**src/rtl/rmq_pkg.sv**
```systemverilog
// ----------------------------------------------------------------------------
// rmq_pkg: shared types and constants for the range maximum query tree
// Word formats of both channels, the stored node format and the op codes.
// ----------------------------------------------------------------------------
package rmq_pkg;

	localparam int MAX_LEAVES_DEF = 64;

	localparam int LEAF_COUNT_W = 7;
	localparam int POS_W        = 6;
	localparam int KEY_W        = 32;
	localparam int VALUE_W      = 31;
	localparam int ANSWER_W     = 32;

	localparam logic [LEAF_COUNT_W-1:0] LEAF_COUNT_RESET = 7'd64;

	localparam logic [1:0] OP_LOAD   = 2'd0;
	localparam logic [1:0] OP_UPDATE = 2'd1;
	localparam logic [1:0] OP_LOOKUP = 2'd2;
	localparam logic [1:0] OP_RANGE  = 2'd3;

	// answer when nothing qualifies
	localparam logic signed [ANSWER_W-1:0] ANSWER_NONE = -32'sd1;

	typedef struct packed {
		logic [1:0]                op;
		logic [POS_W-1:0]          position;
		logic signed [KEY_W-1:0]   key_low;
		logic signed [KEY_W-1:0]   key_high;
		logic [VALUE_W-1:0]        new_value;
	} in_word_t;

	typedef struct packed {
		logic signed [ANSWER_W-1:0] answer;
		logic                       found;
	} out_word_t;

	// one leaf or tree node: max key and max value of the subtree
	typedef struct packed {
		logic signed [KEY_W-1:0] key;
		logic [VALUE_W-1:0]      value;
	} node_t;

endpackage

```
**src/rtl/rmq_ctrl.sv**
```systemverilog
// ----------------------------------------------------------------------------
// rmq_ctrl: tree walker
// Walks root to leaf through the node memory, one level per registered read,
// writes leaves and fixes ancestors bottom-up, and rebuilds after a count change.
// ----------------------------------------------------------------------------
module rmq_ctrl #(
	parameter int MAX_LEAVES = 64,
	parameter int LW         = 6,
	parameter int CW         = 7,
	parameter int NW         = 7
) (
	input  logic               clk,
	input  logic               arst_n,
	input  logic [CW-1:0]      n,
	input  logic               rebuild_start,
	input  logic               req_valid,
	output logic               req_stall,
	input  rmq_pkg::in_word_t  req,
	output logic               res_valid,
	input  logic               res_ready,
	output rmq_pkg::out_word_t res,
	output logic [NW-1:0]      tr_ra_a,
	output logic [NW-1:0]      tr_ra_b,
	input  rmq_pkg::node_t     tr_rd_a,
	input  rmq_pkg::node_t     tr_rd_b,
	output logic               tr_we,
	output logic [NW-1:0]      tr_wa,
	output rmq_pkg::node_t     tr_wd,
	output logic               lf_re,
	output logic [LW-1:0]      lf_ra,
	input  rmq_pkg::node_t     lf_rd,
	output logic               lf_we,
	output logic [LW-1:0]      lf_wa,
	output rmq_pkg::node_t     lf_wd
);
	import rmq_pkg::*;

	typedef enum logic [3:0] {
		ST_IDLE,
		ST_DISPATCH,
		ST_POS_WALK,
		ST_DESC_RD,
		ST_DESC_EV,
		ST_LEAF_CHK,
		ST_UP_RD,
		ST_UP_WR,
		ST_REB_RD,
		ST_FINISH
	} state_t;

	// KEY: search by key; SPLIT: find the fork of a range;
	// LEFT / RIGHT: the two boundary paths below the fork
	typedef enum logic [1:0] {
		PH_KEY,
		PH_SPLIT,
		PH_LEFT,
		PH_RIGHT
	} phase_t;

	state_t           state_q;
	phase_t           phase_q;
	in_word_t         item_q;
	out_word_t        res_q;
	logic [NW-1:0]    nd_q;
	logic [CW-1:0]    s_q;
	logic [CW-1:0]    e_q;
	logic [NW-1:0]    sp_nd_q;
	logic [CW-1:0]    sp_s_q;
	logic [CW-1:0]    sp_e_q;
	logic             acc_vld_q;
	logic [VALUE_W-1:0] acc_q;
	logic             rebuild_q;
	logic [LW-1:0]    reb_pos_q;

	logic [CW:0]      sum;
	logic [CW-1:0]    mid;
	logic [CW:0]      sp_sum;
	logic [CW-1:0]    sp_mid;
	logic             at_leaf;
	logic [NW-1:0]    lnode;
	logic [NW-1:0]    rnode;
	logic [NW-1:0]    parent;
	logic [CW-1:0]    walk_tgt;
	logic             lt_l;
	logic             lt_r;
	logic             gt_r;
	logic             key_hit;
	logic             pos_ok;
	logic             pos_in_use;
	logic             upd_hit;
	logic             acc_take;
	logic [VALUE_W-1:0] acc_cand;
	logic             acc_nv;
	logic [VALUE_W-1:0] acc_nx;
	logic signed [ANSWER_W-1:0] range_ans;
	logic             last_leaf;

	always_comb begin
		sum     = {1'b0, s_q} + {1'b0, e_q};
		mid     = sum[CW:1];
		sp_sum  = {1'b0, sp_s_q} + {1'b0, sp_e_q};
		sp_mid  = sp_sum[CW:1];
		at_leaf = (e_q - s_q) <= CW'(1);
		lnode   = {nd_q[NW-2:0], 1'b0};
		rnode   = {nd_q[NW-2:0], 1'b1};
		parent  = {1'b0, nd_q[NW-1:1]};

		walk_tgt = rebuild_q ? CW'(reb_pos_q) : CW'(item_q.position);

		lt_l    = $signed(tr_rd_a.key) < $signed(item_q.key_low);
		lt_r    = $signed(tr_rd_a.key) < $signed(item_q.key_high);
		gt_r    = $signed(tr_rd_a.key) > $signed(item_q.key_high);
		key_hit = $signed(tr_rd_a.key) == $signed(item_q.key_low);

		pos_ok     = 32'(item_q.position) < 32'(MAX_LEAVES);
		pos_in_use = 32'(item_q.position) < 32'(n);
		upd_hit    = (state_q == ST_LEAF_CHK) && (phase_q == PH_KEY) &&
		             (item_q.op == OP_UPDATE) && key_hit;
		last_leaf  = CW'(reb_pos_q) == (n - CW'(1));

		// running maximum along the boundary paths
		acc_take = 1'b0;
		acc_cand = tr_rd_a.value;
		if (state_q == ST_DESC_EV) begin
			if (phase_q == PH_LEFT) begin
				acc_take = !lt_l;
				acc_cand = tr_rd_b.value;
			end else if (phase_q == PH_RIGHT) begin
				acc_take = lt_r;
			end
		end else if (state_q == ST_LEAF_CHK) begin
			if (phase_q == PH_LEFT) begin
				acc_take = !lt_l;
			end else if (phase_q == PH_RIGHT) begin
				acc_take = !gt_r;
			end
		end
		acc_nv    = acc_vld_q | acc_take;
		acc_nx    = (acc_take && (!acc_vld_q || (acc_cand > acc_q))) ? acc_cand : acc_q;
		range_ans = acc_nv ? $signed({1'b0, acc_nx}) : ANSWER_NONE;
	end

	// memory controls
	always_comb begin
		tr_ra_a = at_leaf ? nd_q : lnode;
		tr_ra_b = rnode;
		if (state_q == ST_UP_RD) begin
			tr_ra_a = {nd_q[NW-1:1], 1'b0};
			tr_ra_b = {nd_q[NW-1:1], 1'b1};
		end

		tr_we       = 1'b0;
		tr_wa       = nd_q;
		tr_wd.key   = item_q.key_low;
		tr_wd.value = item_q.new_value;
		if (state_q == ST_UP_WR) begin
			tr_we       = 1'b1;
			tr_wa       = parent;
			tr_wd.key   = ($signed(tr_rd_a.key) < $signed(tr_rd_b.key)) ?
			              tr_rd_b.key : tr_rd_a.key;
			tr_wd.value = (tr_rd_a.value < tr_rd_b.value) ? tr_rd_b.value : tr_rd_a.value;
		end else if (state_q == ST_POS_WALK && at_leaf) begin
			tr_we = 1'b1;
			if (rebuild_q) begin
				tr_wd = lf_rd;
			end
		end else if (upd_hit) begin
			tr_we = 1'b1;
		end

		lf_re = state_q == ST_REB_RD;
		lf_ra = reb_pos_q;
		lf_we = upd_hit ||
		        (state_q == ST_DISPATCH && item_q.op == OP_LOAD && pos_ok);
		lf_wa = (state_q == ST_DISPATCH) ? LW'(item_q.position) : s_q[LW-1:0];
		lf_wd.key   = item_q.key_low;
		lf_wd.value = item_q.new_value;
	end

	assign req_stall = (state_q != ST_IDLE) || rebuild_start;
	assign res_valid = state_q == ST_FINISH;
	assign res       = res_q;

	always_ff @(posedge clk or negedge arst_n) begin
		if (!arst_n) begin
			state_q   <= ST_IDLE;
			phase_q   <= PH_KEY;
			item_q    <= '0;
			res_q     <= '0;
			nd_q      <= NW'(1);
			s_q       <= '0;
			e_q       <= CW'(1);
			sp_nd_q   <= NW'(1);
			sp_s_q    <= '0;
			sp_e_q    <= CW'(1);
			acc_vld_q <= 1'b0;
			acc_q     <= '0;
			rebuild_q <= 1'b0;
			reb_pos_q <= '0;
		end else begin
			case (state_q)
				ST_IDLE: begin
					if (rebuild_start) begin
						rebuild_q <= 1'b1;
						reb_pos_q <= '0;
						state_q   <= ST_REB_RD;
					end else if (req_valid) begin
						item_q  <= req;
						state_q <= ST_DISPATCH;
					end
				end
				ST_DISPATCH: begin
					acc_vld_q <= 1'b0;
					res_q     <= '0;
					nd_q      <= NW'(1);
					s_q       <= '0;
					e_q       <= n;
					case (item_q.op)
						OP_LOAD: begin
							state_q <= (pos_ok && pos_in_use) ? ST_POS_WALK : ST_FINISH;
						end
						OP_UPDATE, OP_LOOKUP: begin
							phase_q <= PH_KEY;
							state_q <= ST_DESC_RD;
						end
						default: begin
							if ($signed(item_q.key_low) == $signed(item_q.key_high)) begin
								phase_q <= PH_KEY;
								state_q <= ST_DESC_RD;
							end else if ($signed(item_q.key_low) >
							             $signed(item_q.key_high)) begin
								res_q.answer <= ANSWER_NONE;
								state_q      <= ST_FINISH;
							end else begin
								phase_q <= PH_SPLIT;
								state_q <= ST_DESC_RD;
							end
						end
					endcase
				end
				ST_POS_WALK: begin
					if (at_leaf) begin
						state_q <= ST_UP_RD;
					end else if (walk_tgt < mid) begin
						nd_q <= lnode;
						e_q  <= mid;
					end else begin
						nd_q <= rnode;
						s_q  <= mid;
					end
				end
				ST_DESC_RD: begin
					state_q <= at_leaf ? ST_LEAF_CHK : ST_DESC_EV;
				end
				ST_DESC_EV: begin
					acc_vld_q <= acc_nv;
					acc_q     <= acc_nx;
					state_q   <= ST_DESC_RD;
					if (phase_q == PH_SPLIT && !lt_l && lt_r) begin
						// fork found: left boundary path first
						sp_nd_q <= nd_q;
						sp_s_q  <= s_q;
						sp_e_q  <= e_q;
						phase_q <= PH_LEFT;
						nd_q    <= lnode;
						e_q     <= mid;
					end else if ((phase_q == PH_RIGHT) ? lt_r : lt_l) begin
						nd_q <= rnode;
						s_q  <= mid;
					end else begin
						nd_q <= lnode;
						e_q  <= mid;
					end
				end
				ST_LEAF_CHK: begin
					case (phase_q)
						PH_KEY: begin
							if (item_q.op == OP_UPDATE) begin
								if (key_hit) begin
									res_q.found <= 1'b1;
									state_q     <= ST_UP_RD;
								end else begin
									state_q <= ST_FINISH;
								end
							end else begin
								res_q.answer <= key_hit ?
								                $signed({1'b0, tr_rd_a.value}) : ANSWER_NONE;
								state_q      <= ST_FINISH;
							end
						end
						PH_SPLIT: begin
							res_q.answer <= (lt_l || gt_r) ?
							                ANSWER_NONE : $signed({1'b0, tr_rd_a.value});
							state_q      <= ST_FINISH;
						end
						PH_LEFT: begin
							acc_vld_q <= acc_nv;
							acc_q     <= acc_nx;
							nd_q      <= {sp_nd_q[NW-2:0], 1'b1};
							s_q       <= sp_mid;
							e_q       <= sp_e_q;
							phase_q   <= PH_RIGHT;
							state_q   <= ST_DESC_RD;
						end
						default: begin
							res_q.answer <= range_ans;
							state_q      <= ST_FINISH;
						end
					endcase
				end
				ST_UP_RD: begin
					if (nd_q == NW'(1)) begin
						if (rebuild_q) begin
							if (last_leaf) begin
								rebuild_q <= 1'b0;
								state_q   <= ST_IDLE;
							end else begin
								reb_pos_q <= reb_pos_q + LW'(1);
								state_q   <= ST_REB_RD;
							end
						end else begin
							state_q <= ST_FINISH;
						end
					end else begin
						state_q <= ST_UP_WR;
					end
				end
				ST_UP_WR: begin
					nd_q    <= parent;
					state_q <= ST_UP_RD;
				end
				ST_REB_RD: begin
					nd_q    <= NW'(1);
					s_q     <= '0;
					e_q     <= n;
					state_q <= ST_POS_WALK;
				end
				ST_FINISH: begin
					if (res_ready) begin
						state_q <= ST_IDLE;
					end
				end
				default: begin
					state_q <= ST_IDLE;
				end
			endcase
		end
	end

	// cursor interval never empty while walking
	assert property (@(posedge clk) disable iff (!arst_n)
		(state_q == ST_DESC_RD || state_q == ST_POS_WALK) |-> (e_q > s_q))
		else $error("rmq_ctrl: empty cursor interval during walk");

	// a finished result holds until the output register takes it
	assert property (@(posedge clk) disable iff (!arst_n)
		(res_valid && !res_ready) |=> (res_valid && $stable(res_q)))
		else $error("rmq_ctrl: result dropped or changed while waiting");

	// rebuild only runs through its own states and never writes the leaf store
	assert property (@(posedge clk) disable iff (!arst_n)
		rebuild_q |-> (!lf_we && (state_q == ST_REB_RD || state_q == ST_POS_WALK ||
		                          state_q == ST_UP_RD || state_q == ST_UP_WR)))
		else $error("rmq_ctrl: stray state or leaf write during rebuild");

	// a parent write always follows a read of its two children
	assert property (@(posedge clk) disable iff (!arst_n)
		(state_q == ST_UP_WR) |-> ($past(state_q) == ST_UP_RD && $past(nd_q) == nd_q))
		else $error("rmq_ctrl: ancestor write without child read");

endmodule

```
**config.mk**
```make
export PLATFORM = sky130hd
export DESIGN_NAME = rmq_ctrl
export DESIGN_NICKNAME = d
export VERILOG_FILES = /design/src/rtl/rmq_pkg.sv /design/src/rtl/rmq_ctrl.sv
export SDC_FILE = /design/constraint.sdc
export NUM_CORES = 1
export LEC_CHECK = 0
export BUFFER_PORTS_ARGS = -buffer_cell sky130_fd_sc_hd__buf_2
export CORE_AREA = 2 2 197 199
export DETAILED_ROUTE_END_ITERATION = 8
export DIE_AREA = 0 0 199 201
export PLACE_DENSITY = 0.81
export SYNTH_ARGS = -nofsm -noshare
export SYNTH_HDL_FRONTEND = slang
export SYNTH_SLANG_ARGS = --single-unit
```
**constraint.sdc**
```tcl
create_clock -name clk -period 12.5 [get_ports clk]
set_input_delay 2.5 -clock clk [delete_from_list [all_inputs] [get_ports clk]]
set_output_delay 2.5 -clock clk [all_outputs]
set_load 0.05 [all_outputs]
```
==> reports/qor.csv, run 1 <==
metric,value,unit
Placer Congestion,0.9543,
Post-synth ARST share,100.0,%
cell count after placement,3124,
"flops & latches, synth",222,
pre-CTS setup slack,3.614,ns
P_sw,3.213,mW
WP data required,10.00,ns
DIE AREA,40000,um^2
crit-path max FO,23,
"count leader, synth",nand2_1,
Syn Std Cell Area,19630,um^2
Worst-Margin Slew,1.217,ns
"EDFF count, synth",0,
DP Wirelength,51.59,mm
Crit path depth,12,
"top cells by count, synth","295 x nand2_1, 222 x ha_1, 218 x dfrtp_1",
dominant synthesized flop cell,dfrtp_1,
Post-Syn Instances,2270,
worst r2r src,state_q[2],
Placement Rows,72,
core area,38110,um^2
Max Cap Viol,0,
largest net degree at the start of global routing,116,
Hold Path Origin,item_q[32],
minimum clock period,9.105,ns
Post-Layout Inst Area,22820,um^2
total grt overflow,0,
Slew Limit Fails,0,
layout cell share with drive strength beyond 1,30.41,%
relative slew slack,18.84,%
post_cts resized,0,
"slowest stage delay, CP",0.92,ns
CTS buffer count,27,
fin worst setup slack,3.395,ns
synth warn,0,
routed length per instance,21.25,um
setup TNS,0,ns
drt pass-1 iters,6,
Reg power frac,22.6,%
CTS tree,done,
# Post-CTS Setup Buffers,0,
Final Hold Vio Count,0,
startpoint types,input pin,
# clock sinks,222,
outcome,finished clean,
number of global-route vias before repair,18919,
R2R Path End,res[28],
Die W,199,um
Initial Util,51.51,%
FF-to-FF setup slack,6.05,ns
CP arrival,6.61,ns
CP Capture Type,primary output,
switching share of power,53.90,%
reg2reg path depth,15,
Placed Area,21900,um^2
Synth top area share,27.79,%
Clock Power Share,13.7,%
Ports,501,
I/O Buffers,499,
Nets,3164,
main area contributors after synthesis,"dfrtp_1 28%, ha_1 14%, mux2_2 9.5%",
DRT Wirelength,67.59,mm
root buffer cell,clkbuf_16,
routed via count,19053,
DRC,0,
# fillers,3347,
Internal,2.748,mW
Mean Syn Cell Area,8.647,um^2
storage element area,5560,um^2
crit-path leading delay family,compound AO/OA/AOI/OAI gates,
most frequent CP cell,buf_2,
power density cells,261.2,nW/um^2
first-pass GRT wire length,103.4,mm
Max Clk Rate,0.1098,GHz
"Distinct cells, synth",92,
Worst Setup EP,tr_wd[59],
Crit-path slowest cell,a31oi_2,
WS Path Type,input pin to primary output,
Final Cycle Share,72.84,%
Post-CTS Hold Buffers,0,
gr usage total,32.91,%
via-per-instance ratio,5.990,
Final Non-Filler Cells,3181,
"Seq/Total Area, Yosys",28.33,%
crit path from,tr_rd_b[62],
Yosys top cell by area,dfrtp_1,
Worst VDD drop,0.2032,mV
P&R area growth vs syn,16.28,%
worst skew pair latency,0.57,ns
initial antenna violation count,5,
DRT antenna net count,0,
Buf/Inv on CP,4,
"Net Count, Synth",2799,
Comb pwr share,63.7,%
Final Skew,0.02726,ns
worst min path class,flip-flop to flip-flop,
RSZ-0062 raised after global routing,false,
Multi-input gate area,12310,um^2
Final setup viols,0,
height of the chip,201,um
"Reg clk slew, reported paths",0.05,ns
CTS Buffer Depth,3,
htree depth,1,
P_leak,11.22,nW
initial DRC count,1747,
worst-path cell chain,buf_2 -> inv_1 -> ha_1 -> nand4_1 -> o21ai_1 -> buf_4 -> nor2_1 -> a31oi_2 -> a21o_1 -> nand2_1 -> a32oi_1 -> buf_2,
## worst min-delay path by stage
stage / to / depth (start not counted)
after floorplan: sp_s_q[0] / 1
after global placement: sp_s_q[0] / 1
after detailed placement: item_q[32] / 1
after CTS: item_q[32] / 1
after global routing: item_q[32] / 1
final: item_q[32] / 1
## worst reg2reg max path, stage by stage, from the launching register on
cell and delay, ns:
dfrtp_1 0.63, nand2_1 0.23, nor3_1 0.60, nand3_2 0.98, o21ai_0 0.86, ha_1 0.22, nand4_1 0.14, a211oi_1 0.29
o22ai_1 0.11, a31oi_1 0.23, a211oi_1 0.10, a211o_2 0.39, nor2_2 0.76, buf_4 0.40, mux2_2 0.39, o211ai_2 0.07
## placed cells by master (no fill, tap or decap), types with 6 or more instances in the layout
cell type | netlist | final
a211oi_1 | 27 | 27
a21o_1 | 33 | 33
a21oi_1 | 145 | 144
a221oi_1 | 12 | 12
a22oi_1 | 42 | 42
a32oi_1 | 21 | 21
and2_1 | 8 | 8
and3_1 | 7 | 6
buf_2 | 13 | 498
buf_4 | 67 | 18
clkbuf_1 | 83 | 6
clkbuf_16 | 0 | 27
clkbuf_8 | 2 | 8
dfrtp_1 | 218 | 218
diode_2 | 0 | 9
ha_1 | 222 | 222
inv_1 | 197 | 197
mux2_2 | 166 | 166
mux2_4 | 7 | 7
mux2i_1 | 39 | 39
nand2_1 | 295 | 295
nand2b_1 | 39 | 39
nand3_1 | 79 | 77
nand4_1 | 65 | 65
nor2_1 | 92 | 89
nor2b_1 | 16 | 16
nor3_1 | 16 | 16
nor4_1 | 7 | 7
o211ai_2 | 31 | 31
o21a_1 | 10 | 10
o21ai_0 | 134 | 133
o21bai_1 | 7 | 7
o22ai_1 | 10 | 10
or2b_2 | 8 | 8
xnor2_1 | 14 | 14
xor2_1 | 10 | 10
## power by group through the flow
| stage | registers [mW] | clock network, mW | logic (mW) |
|---|---|---|---|
| 2_1_floorplan | 1.40 | 0 | 2.99 |
| 3_3_place_gp | 1.33 | 0 | 3.69 |
| 3_5_place_dp | 1.35 | 0 | 3.76 |
| 4_1_cts | 1.34 | 0.825 | 3.77 |
| 5_1_grt | 1.38 | 0.861 | 4.07 |
| 6_report | 1.35 | 0.815 | 3.80 |
## state kept, by name, indices dropped and copies added, names as in the netlist, 31 cells and up
signal,flops
lf_wd,63
item_q,40
res,33
acc_q,31
## through the flow
step | hold WS [ns] | power [mW] | utilization, %
after CTS | 0.5061 | 5.939 | 59.83
final | 0.5038 | 5.962 | 59.89
after global placement | 0.4837 | 5.021 | 57.47
after detailed placement | 0.4940 | 5.107 | 57.47
after floorplan | 0.4706 | 4.396 | -
after global routing | 0.5121 | 6.318 | 59.85
## routing by layer
layer  vias up  GRT usage (%)  share of wire [%]
li1       8780              -                  -
met1      9202          41.31                 40
met2       886          55.01                 48
met3       183          5.242                7.9
met4         2          15.72                4.8
met5         -              0              0.016
## cell families after synthesis
group                      Yosys count  share of synthesized area [%]
buffers and inverters              379                          9.231
adders and majority gates          225                          14.46
other                                1                        0.01911
DFF                                222                          28.33
xor gates and xnor gates            24                          1.071
and+or+nand+nor                    673                          16.57
AOI/OAI and AO/OA                  529                          17.98
muxes                              217                          12.33
## cell type report
cell class | instances | area share (%)
Tap cell | 518 | 2.840
Multi-Input combinational cell | 1669 | 53.92
Clock buffer | 41 | 3.541
Clock inverter | 7 | 0.4002
Timing Repair Buffer | 517 | 11.58
Antenna cell | 9 | 0.09868
Sequential cell | 222 | 24.36
Inverter | 198 | 3.256
No activity file was read; power rests on OpenSTA's default activity.
==> run 2, diff against run 1 <==
--- a/config.mk
+++ b/config.mk
@@ -5,11 +5,12 @@
 export SDC_FILE = /design/constraint.sdc
 export NUM_CORES = 1
 export LEC_CHECK = 0
+export ABC_AREA = 1
 export BUFFER_PORTS_ARGS = -buffer_cell sky130_fd_sc_hd__buf_2
-export CORE_AREA = 2 2 197 199
+export CORE_AREA = 2 2 193 195
 export DETAILED_ROUTE_END_ITERATION = 8
-export DIE_AREA = 0 0 199 201
-export PLACE_DENSITY = 0.81
+export DIE_AREA = 0 0 195 197
+export PLACE_DENSITY = 0.84
 export SYNTH_ARGS = -nofsm -noshare
 export SYNTH_HDL_FRONTEND = slang
 export SYNTH_SLANG_ARGS = --single-unit
==> constraint.sdc (replaced) <==
create_clock -name clk -period 8.4 [get_ports clk]
set_input_delay 1.68 -clock clk [delete_from_list [all_inputs] [get_ports clk]]
set_output_delay 1.68 -clock clk [all_outputs]
set_load 0.05 [all_outputs]
==> run 2 against run 1 <==
  * Clock-buffer cell count decreased by 4
  * Non-clock buffer count is 3 higher
  * Via count grew 14%
  * Clock power grew 66%
  * Total power increased by 56%
  * Largest power group unchanged
  * Highest routed layer unchanged
  * First-iteration DRC count increased by 21%
  * Die area decreased by 4.0%
==> reports/qor.csv, run 2 <==
metric,value,unit,change
gr usage total,38.31,%,+5.4 points
"most common cell after layout, fill and taps aside",nand2_1,,
Placer Congestion,1.027,,+7.6%
"flops & latches, synth",222,,unchanged
"top cells by count, synth","579 x nand2_1, 340 x inv_1, 247 x a21oi_1",,
I/O Buffers,499,,unchanged
Total Power,9.277,mW,+56%
Placement Rows,70,,-2.8%
Ports,501,,unchanged
drt pass-1 iters,6,,unchanged
height of the chip,197,um,-2.0%
"Reg clk slew, reported paths",0.06,ns,about the same
Final Non-Filler Cells,3655,,+15%
worst skew pair latency,0.57,ns,about the same
initial antenna violation count,11,,+6
relative slew slack,13.36,%,-5.5 points
P&R area growth vs syn,16.83,%,
RSZ-0062 raised after global routing,false,,
post_cts resized,0,,unchanged
"Core Util, Final",63.51,%,+3.6 points
"Net Count, Synth",3330,,+19%
minimum clock period,6.756,ns,
Synth top area share,27.68,%,-0.12 points
via-per-instance ratio,5.924,,-1.1%
FF-to-FF setup slack,2.54,ns,-3.51 ns
Final Skew,0.01899,ns,-0.008265 ns
WP data required,6.72,ns,-3.28 ns
CTS tree,done,,
largest net degree at the start of global routing,114,,-1.7%
CTS Buffer Depth,3,,unchanged
initial DRC count,2112,,+21%
crit path from,tr_rd_b[62],,
Post-Layout Inst Area,23030,um^2,+0.90%
core area,36260,um^2,-4.8%
Syn Std Cell Area,19710,um^2,+0.43%
Max Clk Rate,0.1480,GHz,
Worst-Margin Slew,1.297,ns,+0.07916 ns
most frequent CP cell,nand3_1,,
Final Hold Vio Count,0,,unchanged
setup TNS,0,ns,unchanged
number of global-route vias before repair,20272,,+7.2%
worst-path cell chain,buf_2 -> inv_1 -> ha_1 -> nand2_1 -> inv_1 -> nand3_1 -> nor4_1 -> a21boi_0 -> nor3_1 -> nand3_1 -> nand2_2 -> nand3_1 -> nand2_1 -> o21ai_0 -> buf_2,,
dominant synthesized flop cell,dfrtp_1,,
DP Wirelength,58.04,mm,+13%
DRC,0,,unchanged
outcome,finished clean,,
# Post-CTS Setup Buffers,0,,unchanged
P_leak,12.30,nW,+9.6%
Initial Util,54.36,%,+2.9 points
synth warn,0,,unchanged
"count leader, synth",nand2_1,,
WS Path Type,input pin to primary output,,
root buffer cell,clkbuf_16,,
routed via count,21653,,+14%
"slowest stage delay, CP",0.69,ns,-0.23 ns
cell count after placement,3592,,+15%
layout cell share with drive strength beyond 1,21.85,%,-8.6 points
# fillers,3423,,+2.3%
CTS buffer count,28,,+3.7%
Final Cycle Share,80.43,%,
first-pass GRT wire length,115.5,mm,+12%
# clock sinks,222,,unchanged
Slew Limit Fails,0,,unchanged
"commonest cells after routing, fill and taps aside","577 x nand2_1, 498 x buf_2, 339 x inv_1, 247 x a21oi_1, 222 x ha_1",,
crit-path max FO,62,,+170%
Post-CTS Hold Buffers,0,,unchanged
"Seq/Total Area, Yosys",28.21,%,-0.12 points
Max Cap Viol,0,,unchanged
startpoint types,input pin,,
Worst Setup EP,tr_wd[34],,
reg2reg path depth,22,,+7
Post-synth ARST share,100.0,%,unchanged
worst min path class,flip-flop to flip-flop,,
Nets,3683,,+16%
DRT antenna net count,0,,unchanged
Crit-path slowest cell,nand2_2,,
Post-Syn Instances,2801,,+23%
Largest register FFs,63,,unchanged
R2R Path End,res[12],,
total grt overflow,0,,unchanged
"Distinct cells, synth",53,,-42%
Mean Syn Cell Area,7.037,um^2,-19%
routed length per instance,20.75,um,-2.4%
main area contributors after synthesis,"dfrtp_1 28%, ha_1 14%, nand2_1 11%",,
Worst VDD drop,0.3518,mV,+73%
Placed Area,21980,um^2,+0.35%
worst r2r src,phase_q[1],,
CP arrival,5.08,ns,-1.53 ns
Final setup viols,0,,unchanged
htree depth,1,,unchanged
power density cells,402.8,nW/um^2,+54%
CP Capture Type,primary output,,
DRT Wirelength,75.83,mm,+12%
DIE AREA,38420,um^2,-4.0%
Yosys top cell by area,dfrtp_1,,
Die W,195,um,-2.0%
"EDFF count, synth",0,,unchanged
run 2: cell types whose count changed in the layout (fill, tap and decap cells not counted), moves of 34 or more:
cell and change:
a21oi_1 +103, a22oi_1 -41, inv_1 +142, mux2_2 -130, mux2i_1 -39, nand2_1 +282, nand2b_1 -39, nand3_1 +120
nor2_1 +118, o211ai_1 +34, o21ai_0 +65
run 2: metal layers:
layer	global-route usage [%]	wire length [um]	vias up	part of all wire, %
met5	0	13	-	0.017
met4	13.23	2858	2	3.8
met3	7.238	7209	185	9.5
met2	61.48	34390	1166	45
met1	51.93	31360	10255	41
li1	-	-	10045	-
run 2: kinds of logic (layout without fill, tap and decap cells):
group | after synthesis | in the layout | share of synthesized area [%]
buffers and inverters | 548 | 923 | 11.97
adders and majority gates | 225 | 225 | 14.40
other | 1 | 12 | 0.01902
xor gates and xnor gates | 15 | 15 | 0.6665
AOI/OAI and AO/OA | 604 | 604 | 17.30
DFF | 222 | 222 | 28.21
muxes | 40 | 40 | 2.285
and+or+nand+nor | 1146 | 1146 | 25.16
run 2: where the power goes:
group / total (mW) / switching [mW] / leakage, nW / internal, mW
Sequential: 1.90 / 0.353 / 2.63 / 1.55
Clock: 1.35 / 0.525 / 0.498 / 0.829
Combinational: 6.02 / 4.37 / 9.16 / 1.65
run 2: worst max-delay path: cells and delay by family:
kind	cells	cell delay (ns)
AO/OA/AOI/OAI	2	0.59
adder cells (fa/ha/maj)	1	0.34
buffers and inverters	4	0.56
AND/OR/NAND/NOR	8	1.88
run 2: final cells by class:
class                   instances  area (um^2)  area share [%]
diodes                         11        27.53          0.1195
clock buffers                  37        805.8           3.499
clock inverters                15        217.7          0.9453
inverters                     351         1318           5.721
multi-input cells            2031        11840           51.40
flip-flops and latches        222         5562           24.15
well taps                     468        585.6           2.543
repair buffers                520         2678           11.63
run 2: worst min path at each step:
| stage | cells after the start | from | to |
|---|---|---|---|
| after floorplan | 2 | sp_s_q[0] | sp_s_q[0] |
| after global placement | 2 | sp_nd_q[3] | sp_nd_q[3] |
| after detailed placement | 2 | e_q[0] | e_q[0] |
| after CTS | 2 | e_q[0] | e_q[0] |
| after global routing | 2 | sp_nd_q[3] | sp_nd_q[3] |
| final | 2 | e_q[0] | e_q[0] |
run 2: per-stage QoR:
stage | hold slack, ns | worst slack, ns
floorplan | 0.4529 | 2.351
global placement | 0.4701 | 1.859
detailed placement | 0.4721 | 1.855
CTS | 0.4794 | 1.830
global route | 0.5049 | 1.477
finish | 0.4769 | 1.644
